--- src/hdl/multibulk_request_parser_defines.svh ---
// assertion macros for the multi-bulk request parser
`ifndef MULTIBULK_REQUEST_PARSER_DEFINES_SVH
`define MULTIBULK_REQUEST_PARSER_DEFINES_SVH

`ifndef SYNTHESIS
`define MBRP_ASSERT_IMP(lbl, ante, cons) \
	lbl: assert property (@(posedge clk) disable iff (!arst_n) (ante) |-> (cons)) \
		else $error("assertion failed");
`define MBRP_ASSERT_NXT(lbl, ante, cons) \
	lbl: assert property (@(posedge clk) disable iff (!arst_n) (ante) |=> (cons)) \
		else $error("assertion failed");
`else
`define MBRP_ASSERT_IMP(lbl, ante, cons)
`define MBRP_ASSERT_NXT(lbl, ante, cons)
`endif

`endif

--- src/hdl/mbrp_pkg.sv ---
package mbrp_pkg;

	localparam int ARG_W  = 24;
	localparam int BULK_W = 31;
	localparam int LINE_W = 21;
	localparam int NUM_W  = 32;
	localparam int CFG_W  = 31;
	localparam int CFG_IDX_W = 2;

	localparam logic [ARG_W-1:0]  DEF_MAX_ARG_COUNT   = ARG_W'(1024 * 1024);
	localparam logic [BULK_W-1:0] DEF_MAX_BULK_LENGTH = BULK_W'(1024 * 1024 * 512);
	localparam logic [LINE_W-1:0] DEF_MAX_LINE_LENGTH = LINE_W'(1024 * 64);

	localparam logic [CFG_IDX_W-1:0] CFG_MAX_ARG_COUNT   = 2'd0;
	localparam logic [CFG_IDX_W-1:0] CFG_MAX_BULK_LENGTH = 2'd1;
	localparam logic [CFG_IDX_W-1:0] CFG_MAX_LINE_LENGTH = 2'd2;

	typedef logic [1:0] kind_t;
	localparam kind_t KIND_BYTE      = 2'd0;
	localparam kind_t KIND_EMPTY_ARG = 2'd1;
	localparam kind_t KIND_EMPTY_REQ = 2'd2;
	localparam kind_t KIND_ERROR     = 2'd3;

	typedef logic [2:0] err_t;
	localparam err_t ERR_NONE       = 3'd0;
	localparam err_t ERR_COUNT_LONG = 3'd1;
	localparam err_t ERR_BAD_COUNT  = 3'd2;
	localparam err_t ERR_NO_DOLLAR  = 3'd3;
	localparam err_t ERR_BAD_LENGTH = 3'd4;
	localparam err_t ERR_LEN_LONG   = 3'd5;
	localparam err_t ERR_INLINE     = 3'd6;

	localparam logic [0:0] CMD_RESTART = 1'b1;

	localparam logic [3:0] PH_IDLE      = 4'd0;
	localparam logic [3:0] PH_COUNT     = 4'd1;
	localparam logic [3:0] PH_ARG_START = 4'd2;
	localparam logic [3:0] PH_LENGTH    = 4'd3;
	localparam logic [3:0] PH_SKIP      = 4'd4;
	localparam logic [3:0] PH_PAYLOAD   = 4'd5;
	localparam logic [3:0] PH_ERROR     = 4'd6;

	localparam logic [7:0] CH_STAR   = 8'h2A;
	localparam logic [7:0] CH_DOLLAR = 8'h24;
	localparam logic [7:0] CH_CR     = 8'h0D;
	localparam logic [7:0] CH_MINUS  = 8'h2D;
	localparam logic [7:0] CH_0      = 8'h30;
	localparam logic [7:0] CH_9      = 8'h39;

endpackage

--- src/hdl/multibulk_request_parser.sv ---
// multi-bulk request parser
// input channel: in_valid / in_stall with command and data_byte. command set
//   restarts the parser at the start of a request, otherwise data_byte is the
//   next request byte. a restart never produces a result.
// output channel: out_valid / out_stall with kind, payload_byte, argument_end,
//   request_end and error_code. each input transaction gives zero or one result.
// config: cfg_write / cfg_index / cfg_data, write only; index 0 max argument
//   count, 1 max bulk length, 2 max header line length. write only while idle.
// path: an accepted input is captured in the input register, then the parse
//   step loads the result register, which drives out_valid.
// throughput: one byte per cycle unless a stalled result blocks it; the parse
//   state is updated by a single pass of logic between the input and result registers.
// stall: while a result waits under out_stall the input register still takes
//   one more transaction; in_stall rises only when both registers are full.
// reset: limits return to their defaults, the parser waits for a request
//   start and both registers are empty. errors latch until a restart.
`include "multibulk_request_parser_defines.svh"

module multibulk_request_parser
	import mbrp_pkg::*;
(
	input  logic                 clk,
	input  logic                 arst_n,
	input  logic                 in_valid,
	output logic                 in_stall,
	input  logic                 command,
	input  logic [7:0]           data_byte,
	output logic                 out_valid,
	input  logic                 out_stall,
	output logic [1:0]           kind,
	output logic [7:0]           payload_byte,
	output logic                 argument_end,
	output logic                 request_end,
	output logic [2:0]           error_code,
	input  logic                 cfg_write,
	input  logic [CFG_IDX_W-1:0] cfg_index,
	input  logic [CFG_W-1:0]     cfg_data
);

	logic [ARG_W-1:0]  max_arg_q;
	logic [BULK_W-1:0] max_bulk_q;
	logic [LINE_W-1:0] max_line_q;

	logic       valid_s1;
	logic       command_s1;
	logic [7:0] byte_s1;
	logic       advance;

	logic [3:0]        phase_q,   phase_d;
	logic [NUM_W-1:0]  num_q,     num_d;
	logic              neg_q,     neg_d;
	logic              inv_q,     inv_d;
	logic [LINE_W-1:0] line_q,    line_d;
	logic [ARG_W-1:0]  args_q,    args_d;
	logic [BULK_W-1:0] payload_q, payload_d;
	logic [1:0]        skip_q,    skip_d;

	logic       res_valid;
	kind_t      res_kind;
	logic [7:0] res_byte;
	logic       res_aend;
	logic       res_rend;
	err_t       res_code;

	logic             out_valid_q;
	kind_t            kind_q;
	logic [7:0]       byte_q;
	logic             aend_q;
	logic             rend_q;
	err_t             code_q;

	logic             first_digit;
	logic             is_digit;
	logic [3:0]       digit;
	logic [NUM_W+3:0] prod;
	logic [NUM_W-1:0] num_next;
	logic             num_bad;
	logic [ARG_W-1:0]  args_dec;
	logic [BULK_W-1:0] payload_dec;
	logic [1:0]        skip_dec;

	// the input register only holds when the result register is full and stalled
	assign advance  = valid_s1 && !(out_valid_q && out_stall);
	assign in_stall = valid_s1 && out_valid_q && out_stall;

	always_ff @(posedge clk or negedge arst_n) begin
		if (!arst_n) begin
			max_arg_q  <= DEF_MAX_ARG_COUNT;
			max_bulk_q <= DEF_MAX_BULK_LENGTH;
			max_line_q <= DEF_MAX_LINE_LENGTH;
		end else if (cfg_write) begin
			case (cfg_index)
				CFG_MAX_ARG_COUNT:   max_arg_q  <= cfg_data[ARG_W-1:0];
				CFG_MAX_BULK_LENGTH: max_bulk_q <= cfg_data[BULK_W-1:0];
				CFG_MAX_LINE_LENGTH: max_line_q <= cfg_data[LINE_W-1:0];
				default: ;
			endcase
		end
	end

	always_ff @(posedge clk or negedge arst_n) begin
		if (!arst_n) begin
			valid_s1 <= 1'b0;
		end else if (in_valid && !in_stall) begin
			valid_s1 <= 1'b1;
		end else if (advance) begin
			valid_s1 <= 1'b0;
		end
	end

	always_ff @(posedge clk) begin
		if (in_valid && !in_stall) begin
			command_s1 <= command;
			byte_s1    <= data_byte;
		end
	end

	// decimal digest helpers
	assign is_digit    = (byte_s1 >= CH_0) && (byte_s1 <= CH_9);
	assign digit       = byte_s1[3:0];
	assign first_digit = (line_q == LINE_W'(neg_q));
	assign prod        = ({4'b0, num_q} << 3) + ({4'b0, num_q} << 1) + (NUM_W+4)'(digit);
	assign num_next    = (|prod[NUM_W+3:NUM_W]) ? {NUM_W{1'b1}} : prod[NUM_W-1:0];
	assign num_bad     = inv_q || first_digit;
	assign args_dec    = (args_q != '0) ? args_q - ARG_W'(1) : args_q;
	assign payload_dec = (payload_q != '0) ? payload_q - BULK_W'(1) : payload_q;
	assign skip_dec    = (skip_q != '0) ? skip_q - 2'd1 : skip_q;

	always_comb begin
		phase_d   = phase_q;
		num_d     = num_q;
		neg_d     = neg_q;
		inv_d     = inv_q;
		line_d    = line_q;
		args_d    = args_q;
		payload_d = payload_q;
		skip_d    = skip_q;
		res_valid = 1'b0;
		res_kind  = KIND_BYTE;
		res_byte  = 8'd0;
		res_aend  = 1'b0;
		res_rend  = 1'b0;
		res_code  = ERR_NONE;
		if (command_s1 == CMD_RESTART) begin
			phase_d   = PH_IDLE;
			num_d     = '0;
			neg_d     = 1'b0;
			inv_d     = 1'b0;
			line_d    = '0;
			args_d    = '0;
			payload_d = '0;
			skip_d    = '0;
		end else begin
			case (phase_q)
				PH_IDLE: begin
					if (byte_s1 != CH_STAR) begin
						phase_d   = PH_ERROR;
						res_valid = 1'b1;
						res_kind  = KIND_ERROR;
						res_code  = ERR_INLINE;
					end else begin
						num_d   = '0;
						neg_d   = 1'b0;
						inv_d   = 1'b0;
						line_d  = '0;
						phase_d = PH_COUNT;
					end
				end
				PH_COUNT, PH_LENGTH: begin
					if (byte_s1 != CH_CR) begin
						if (line_q >= max_line_q) begin
							phase_d   = PH_ERROR;
							res_valid = 1'b1;
							res_kind  = KIND_ERROR;
							res_code  = (phase_q == PH_COUNT) ? ERR_COUNT_LONG : ERR_LEN_LONG;
						end else begin
							if (byte_s1 == CH_MINUS) begin
								if (line_q == '0) begin
									neg_d = 1'b1;
								end else begin
									inv_d = 1'b1;
								end
							end else if (is_digit) begin
								if (first_digit) begin
									if (digit == 4'd0 && neg_q) begin
										inv_d = 1'b1;
									end
									num_d = NUM_W'(digit);
								end else begin
									// leading zero
									if (num_q == '0) begin
										inv_d = 1'b1;
									end
									num_d = num_next;
								end
							end else begin
								inv_d = 1'b1;
							end
							line_d = line_q + LINE_W'(1);
						end
					end else if (phase_q == PH_COUNT) begin
						if (num_bad || (!neg_q && num_q > NUM_W'(max_arg_q))) begin
							phase_d   = PH_ERROR;
							res_valid = 1'b1;
							res_kind  = KIND_ERROR;
							res_code  = ERR_BAD_COUNT;
						end else begin
							payload_d = '0;
							skip_d    = 2'd1;
							phase_d   = PH_SKIP;
							if (neg_q || num_q == '0) begin
								args_d    = '0;
								res_valid = 1'b1;
								res_kind  = KIND_EMPTY_REQ;
								res_rend  = 1'b1;
							end else begin
								args_d = num_q[ARG_W-1:0];
							end
						end
					end else begin
						if (num_bad || neg_q || num_q > NUM_W'(max_bulk_q)) begin
							phase_d   = PH_ERROR;
							res_valid = 1'b1;
							res_kind  = KIND_ERROR;
							res_code  = ERR_BAD_LENGTH;
						end else begin
							phase_d = PH_SKIP;
							if (num_q == '0) begin
								args_d    = args_dec;
								payload_d = '0;
								skip_d    = 2'd3;
								res_valid = 1'b1;
								res_kind  = KIND_EMPTY_ARG;
								res_aend  = 1'b1;
								res_rend  = (args_q <= ARG_W'(1));
							end else begin
								payload_d = num_q[BULK_W-1:0];
								skip_d    = 2'd1;
							end
						end
					end
				end
				PH_ARG_START: begin
					if (byte_s1 != CH_DOLLAR) begin
						phase_d   = PH_ERROR;
						res_valid = 1'b1;
						res_kind  = KIND_ERROR;
						res_code  = ERR_NO_DOLLAR;
					end else begin
						num_d   = '0;
						neg_d   = 1'b0;
						inv_d   = 1'b0;
						line_d  = '0;
						phase_d = PH_LENGTH;
					end
				end
				PH_SKIP: begin
					skip_d = skip_dec;
					if (skip_dec == '0) begin
						if (payload_q != '0) begin
							phase_d = PH_PAYLOAD;
						end else if (args_q != '0) begin
							phase_d = PH_ARG_START;
						end else begin
							phase_d = PH_IDLE;
						end
					end
				end
				PH_PAYLOAD: begin
					payload_d = payload_dec;
					res_valid = 1'b1;
					res_kind  = KIND_BYTE;
					res_byte  = byte_s1;
					if (payload_dec == '0) begin
						args_d   = args_dec;
						skip_d   = 2'd2;
						phase_d  = PH_SKIP;
						res_aend = 1'b1;
						res_rend = (args_dec == '0);
					end
				end
				PH_ERROR: begin
					phase_d = PH_ERROR;
				end
				default: begin
					phase_d = PH_ERROR;
				end
			endcase
		end
	end

	always_ff @(posedge clk or negedge arst_n) begin
		if (!arst_n) begin
			phase_q   <= PH_IDLE;
			num_q     <= '0;
			neg_q     <= 1'b0;
			inv_q     <= 1'b0;
			line_q    <= '0;
			args_q    <= '0;
			payload_q <= '0;
			skip_q    <= '0;
		end else if (advance) begin
			phase_q   <= phase_d;
			num_q     <= num_d;
			neg_q     <= neg_d;
			inv_q     <= inv_d;
			line_q    <= line_d;
			args_q    <= args_d;
			payload_q <= payload_d;
			skip_q    <= skip_d;
		end
	end

	always_ff @(posedge clk or negedge arst_n) begin
		if (!arst_n) begin
			out_valid_q <= 1'b0;
		end else if (advance && res_valid) begin
			out_valid_q <= 1'b1;
		end else if (!out_stall) begin
			out_valid_q <= 1'b0;
		end
	end

	always_ff @(posedge clk) begin
		if (advance && res_valid) begin
			kind_q <= res_kind;
			byte_q <= res_byte;
			aend_q <= res_aend;
			rend_q <= res_rend;
			code_q <= res_code;
		end
	end

	assign out_valid    = out_valid_q;
	assign kind         = kind_q;
	assign payload_byte = byte_q;
	assign argument_end = aend_q;
	assign request_end  = rend_q;
	assign error_code   = code_q;

	// a latched error swallows bytes until a restart
	`MBRP_ASSERT_IMP(a_error_silent,
		advance && command_s1 != CMD_RESTART && phase_q == PH_ERROR, !res_valid)
	`MBRP_ASSERT_IMP(a_code_only_on_error,
		out_valid_q && kind_q != KIND_ERROR, code_q == ERR_NONE)
	`MBRP_ASSERT_IMP(a_request_end_marks,
		out_valid_q && rend_q, aend_q || kind_q == KIND_EMPTY_REQ)
	`MBRP_ASSERT_NXT(a_restart_to_idle,
		advance && command_s1 == CMD_RESTART, phase_q == PH_IDLE && args_q == '0)

endmodule
--- config.mk ---
export PLATFORM = sky130hd
export DESIGN_NAME = multibulk_request_parser
export DESIGN_NICKNAME = d
export VERILOG_FILES = /design/src/hdl/mbrp_pkg.sv /design/src/hdl/multibulk_request_parser.sv
export VERILOG_INCLUDE_DIRS = /design/src /design/src/hdl
export SDC_FILE = /design/constraint.sdc
export NUM_CORES = 1
export LEC_CHECK = 0
export BUFFER_PORTS_ARGS = -buffer_cell sky130_fd_sc_hd__buf_2
export CAP_MARGIN = 40
export CELL_PAD_IN_SITES_DETAIL_PLACEMENT = 1
export CELL_PAD_IN_SITES_GLOBAL_PLACEMENT = 1
export CORE_UTILIZATION = 30
export DETAILED_ROUTE_END_ITERATION = 10
export PLACE_DENSITY = 0.55
export SLEW_MARGIN = 25
export SYNTH_ARGS = -nofsm -noshare
export SYNTH_HDL_FRONTEND = slang
export SYNTH_SLANG_ARGS = --single-unit
--- constraint.sdc ---
create_clock -name clk -period 4.9 [get_ports clk]
set_clock_uncertainty 0.15 [all_clocks]
set_input_delay 0.49 -clock clk [delete_from_list [all_inputs] [get_ports clk]]
set_output_delay 0.49 -clock clk [all_outputs]
set_load 0.01 [all_outputs]
==> impl_results.md <==
- Routed WL per cell: 23.4 um
- Flops & latches, synth: 217
- Largest net degree at the start of global routing: 116
- Clock sinks: 217
- Slew @ Worst Pin: 833 ps
- Core Box Area: 51600 sq um
- Max-slew violations: 0
- Initial DRC Count: 1032
- Tot GR Track Use: 0.229
- Library cells used by synthesis: between 80 and 90
- DRT Wirelength: between 60000 and 70000 um
- GRT met2 Usage: 0.377
- ANT cells: 0
- Io pins: 64
- Post-synth ARST share: 0.889
- Syn Nets: 1964
- Max Freq: 225 MHz
- IO Port Bufs: 63
- Synth area leaders: dfrtp_1, ha_1, a21oi_1
- Worst skew pair latency: 580 ps
- Final net count: 2076
- Initial antenna violation count: 0
- Design area: 18400 sq um
- Post-DRT Antenna Nets: 0
- Hold/Removal Path Class: in2reg
- Warnings, synthesis: 0
- Layout cells sized above 1: 0.157
- Die height: 231 um
- Sequential Area: 5550 sq um
- Area of the multi-input gates: 9430 sq um
- Req. time, crit path: about 5200 ps
- Crit start category: register
- CTS tree: yes
- R2R Path Start: payload_q[1]$_DFFE_PN0P_
- Most frequent cell after synthesis: dfrtp_1
- HP Start: cfg_data[8]
- Max cap viols: 0
- Synth top area share: 0.302
- RePlAce Congestion: 0.908
- RSZ-0062 raised after global routing: no
- CP Launch Point: payload_q[1]$_DFFE_PN0P_
- Die Width: 231 um
- Clock tree buffer depth: 3
- Power density cells: 397 nW/um^2
- Inserted Clock Buffers: 29
- Avg Cell Area, Syn: about 9 sq um
- Max_slew headroom: 0.437
- Post-synth EDFFs: 24
- Initial DRT Pass Iterations: 5
- Area after DPL: 17200 sq um
- Post-synthesis sequential area ratio: 0.353
- Min cycle time layout: 4440 ps
- # DRC: 0
- Initial Util: 0.305
- Worst VDD drop: 0.232 mV
- Cell taking the most area after synthesis: dfrtp_1
- First-pass GRT wire length: 94200 um
- Die area: 53400 sq um
- Mapped Area: roughly 16000 sq um
- Final hold vios: 0
- GR Overflow Total: 0
- Setup TNS: 0 ps
- Top Usage Layer GRT: met2
- Number of H-tree levels: 1
- Post-CTS sizing: 0
- FP Rows: 83
- Vias: 14.6k
- Post-DP HPWL: 45400 um
- Primary FF master, synth: dfrtp_1
- CTS Root Cell: clkbuf_16
- Gate Count Post-Synth: 1770
- # setup viols final: 0
- Critical path capture point type: register
- Worst-path maximum fanout: 11
- Area Overhead vs Synth: 17.0%
- Status: completed
- Met3 Track Usage GR: 0.0262
- Vias in the first global route: 15.2k
- Leakage: roughly 8.6 nW
- Vias/cell: 5.64
- Met1 usage: 0.316
- CTS clk-pin slew, worst paths: 60 ps
- Worst EP arrival: approximately 4800 ps
- Final period util: 0.907
- Fill count: a little under 6k
- CP Class: reg2reg
- Post-synth top cells: dfrtp_1, a21oi_1, ha_1
-- path summary, 6_finish.rpt --
path | cells past startpoint | slack (ps) | endpoint
worst min register to register | 1 | 350 | max_line_q[13]$_DFFE_PN0P_
max in group asynchronous | 3 | 3100 | payload_q[27]$_DFFE_PN0P_
worst max-delay path | 11 | 460 | args_q[0]$_DFFE_PN0P_
worst min-delay path | 3 | 40 | max_arg_q[8]$_DFFE_PN0P_
worst max register to register | 11 | 460 | args_q[0]$_DFFE_PN0P_
min in group asynchronous | 2 | 370 | line_q[13]$_DFFE_PN0P_
-- cells by family after synthesis --
logic type | share of synthesized area
compound gates | 0.212
simple gates | 0.189
flops | 0.353
xor+xnor | 0.0311
fa+ha+maj | 0.118
buf+inv | 0.0498
mux | 0.0483
-- what timing repair did --
action                    CTS  global route
hold endpoints to repair   99             0
hold buffers               22             0
buffers inserted            0             0
-- critical path, cell delays in order (launching register included) --
cell      delay, ps
dfrtp_1         450
inv_1           130
ha_1            170
or4b_2          620
or4_4           520
o21ai_2         300
nor3_1          190
a21oi_1         230
nand4b_1        160
o31a_1          470
or3_1           530
a221o_1         380
-- report_power, final --
group | internal (mW) | total [mW] | switching, mW
clock | 1.29 | 2.18 | 0.897
sequential | 2.10 | 2.44 | 0.334
combinational | 0.991 | 2.69 | 1.70
total | 4.38 | 7.31 | 2.93
-- state kept, by name, summed over array words and instances (netlist names), 2 cells and up --
| register | cells |
|---|---|
| skip_q | 2 |
| byte_s1 | 8 |
| phase_q | 3 |
| max_arg_q | 24 |
| payload_byte | 8 |
| line_q | 21 |
| kind | 2 |
| num_q | 32 |
| max_line_q | 21 |
| max_bulk_q | 31 |
| payload_q | 31 |
| args_q | 24 |
| error_code | 3 |
-- cell usage in the layout, fill, tap and decap left out, drive strengths merged, types with 8 or more instances in the layout --
master	instances
and2	16
or4	18
dlygate4sd3	22
o31ai	21
a41o	8
or3	18
o211ai	16
a221o	19
o21bai	12
mux2	64
nor2	134
and4	10
and3	14
xnor2	28
a211oi	13
edfxtp	24
o21a	10
clkbuf	41
nor4	38
buf	149
xor2	28
a21oi	145
nand3	39
a21o	30
o41ai	13
ha	145
inv	108
a31oi	21
nand2	130
nand2b	13
nor3	55
dfrtp	190
o21ai	124
nand4	41
or2	10
-- per-stage QoR --
stage          instances   util  worst slack, ps  hold WS (ps)  power [mW]
2_1_floorplan       1770      -              705          44.4        4.13
3_3_place_gp        2507  0.333              601           331        5.08
3_5_place_dp        2508  0.334              504           344        5.11
4_1_cts             2584  0.357              490          12.7        7.35
5_1_grt             2585  0.357              247          35.3        7.76
6_report            2585  0.357              456          35.4        7.31
-- routing by layer --
metal / vias to the layer above / wire [um] / share of wire
li1: 6825 / - / -
met1: 7411 / 28600 / 0.47
met2: 282 / 28200 / 0.47
met3: 74 / 2180 / 0.036
met4: 0 / 1580 / 0.026
met5: - / 0 / 0
-- final cells by class --
| cell class | instances | share of cell area |
|---|---|---|
| Clock buffer | 39 | 0.0447 |
| Clock inverter | 15 | 0.00828 |
| Inverter | 106 | 0.0216 |
| Multi-Input combinational cell | 1355 | 0.511 |
| Sequential cell | 217 | 0.301 |
| Tap cell | 680 | 0.0462 |
| Timing Repair Buffer | 173 | 0.0665 |
No activity file was read; power rests on OpenSTA's default activity.
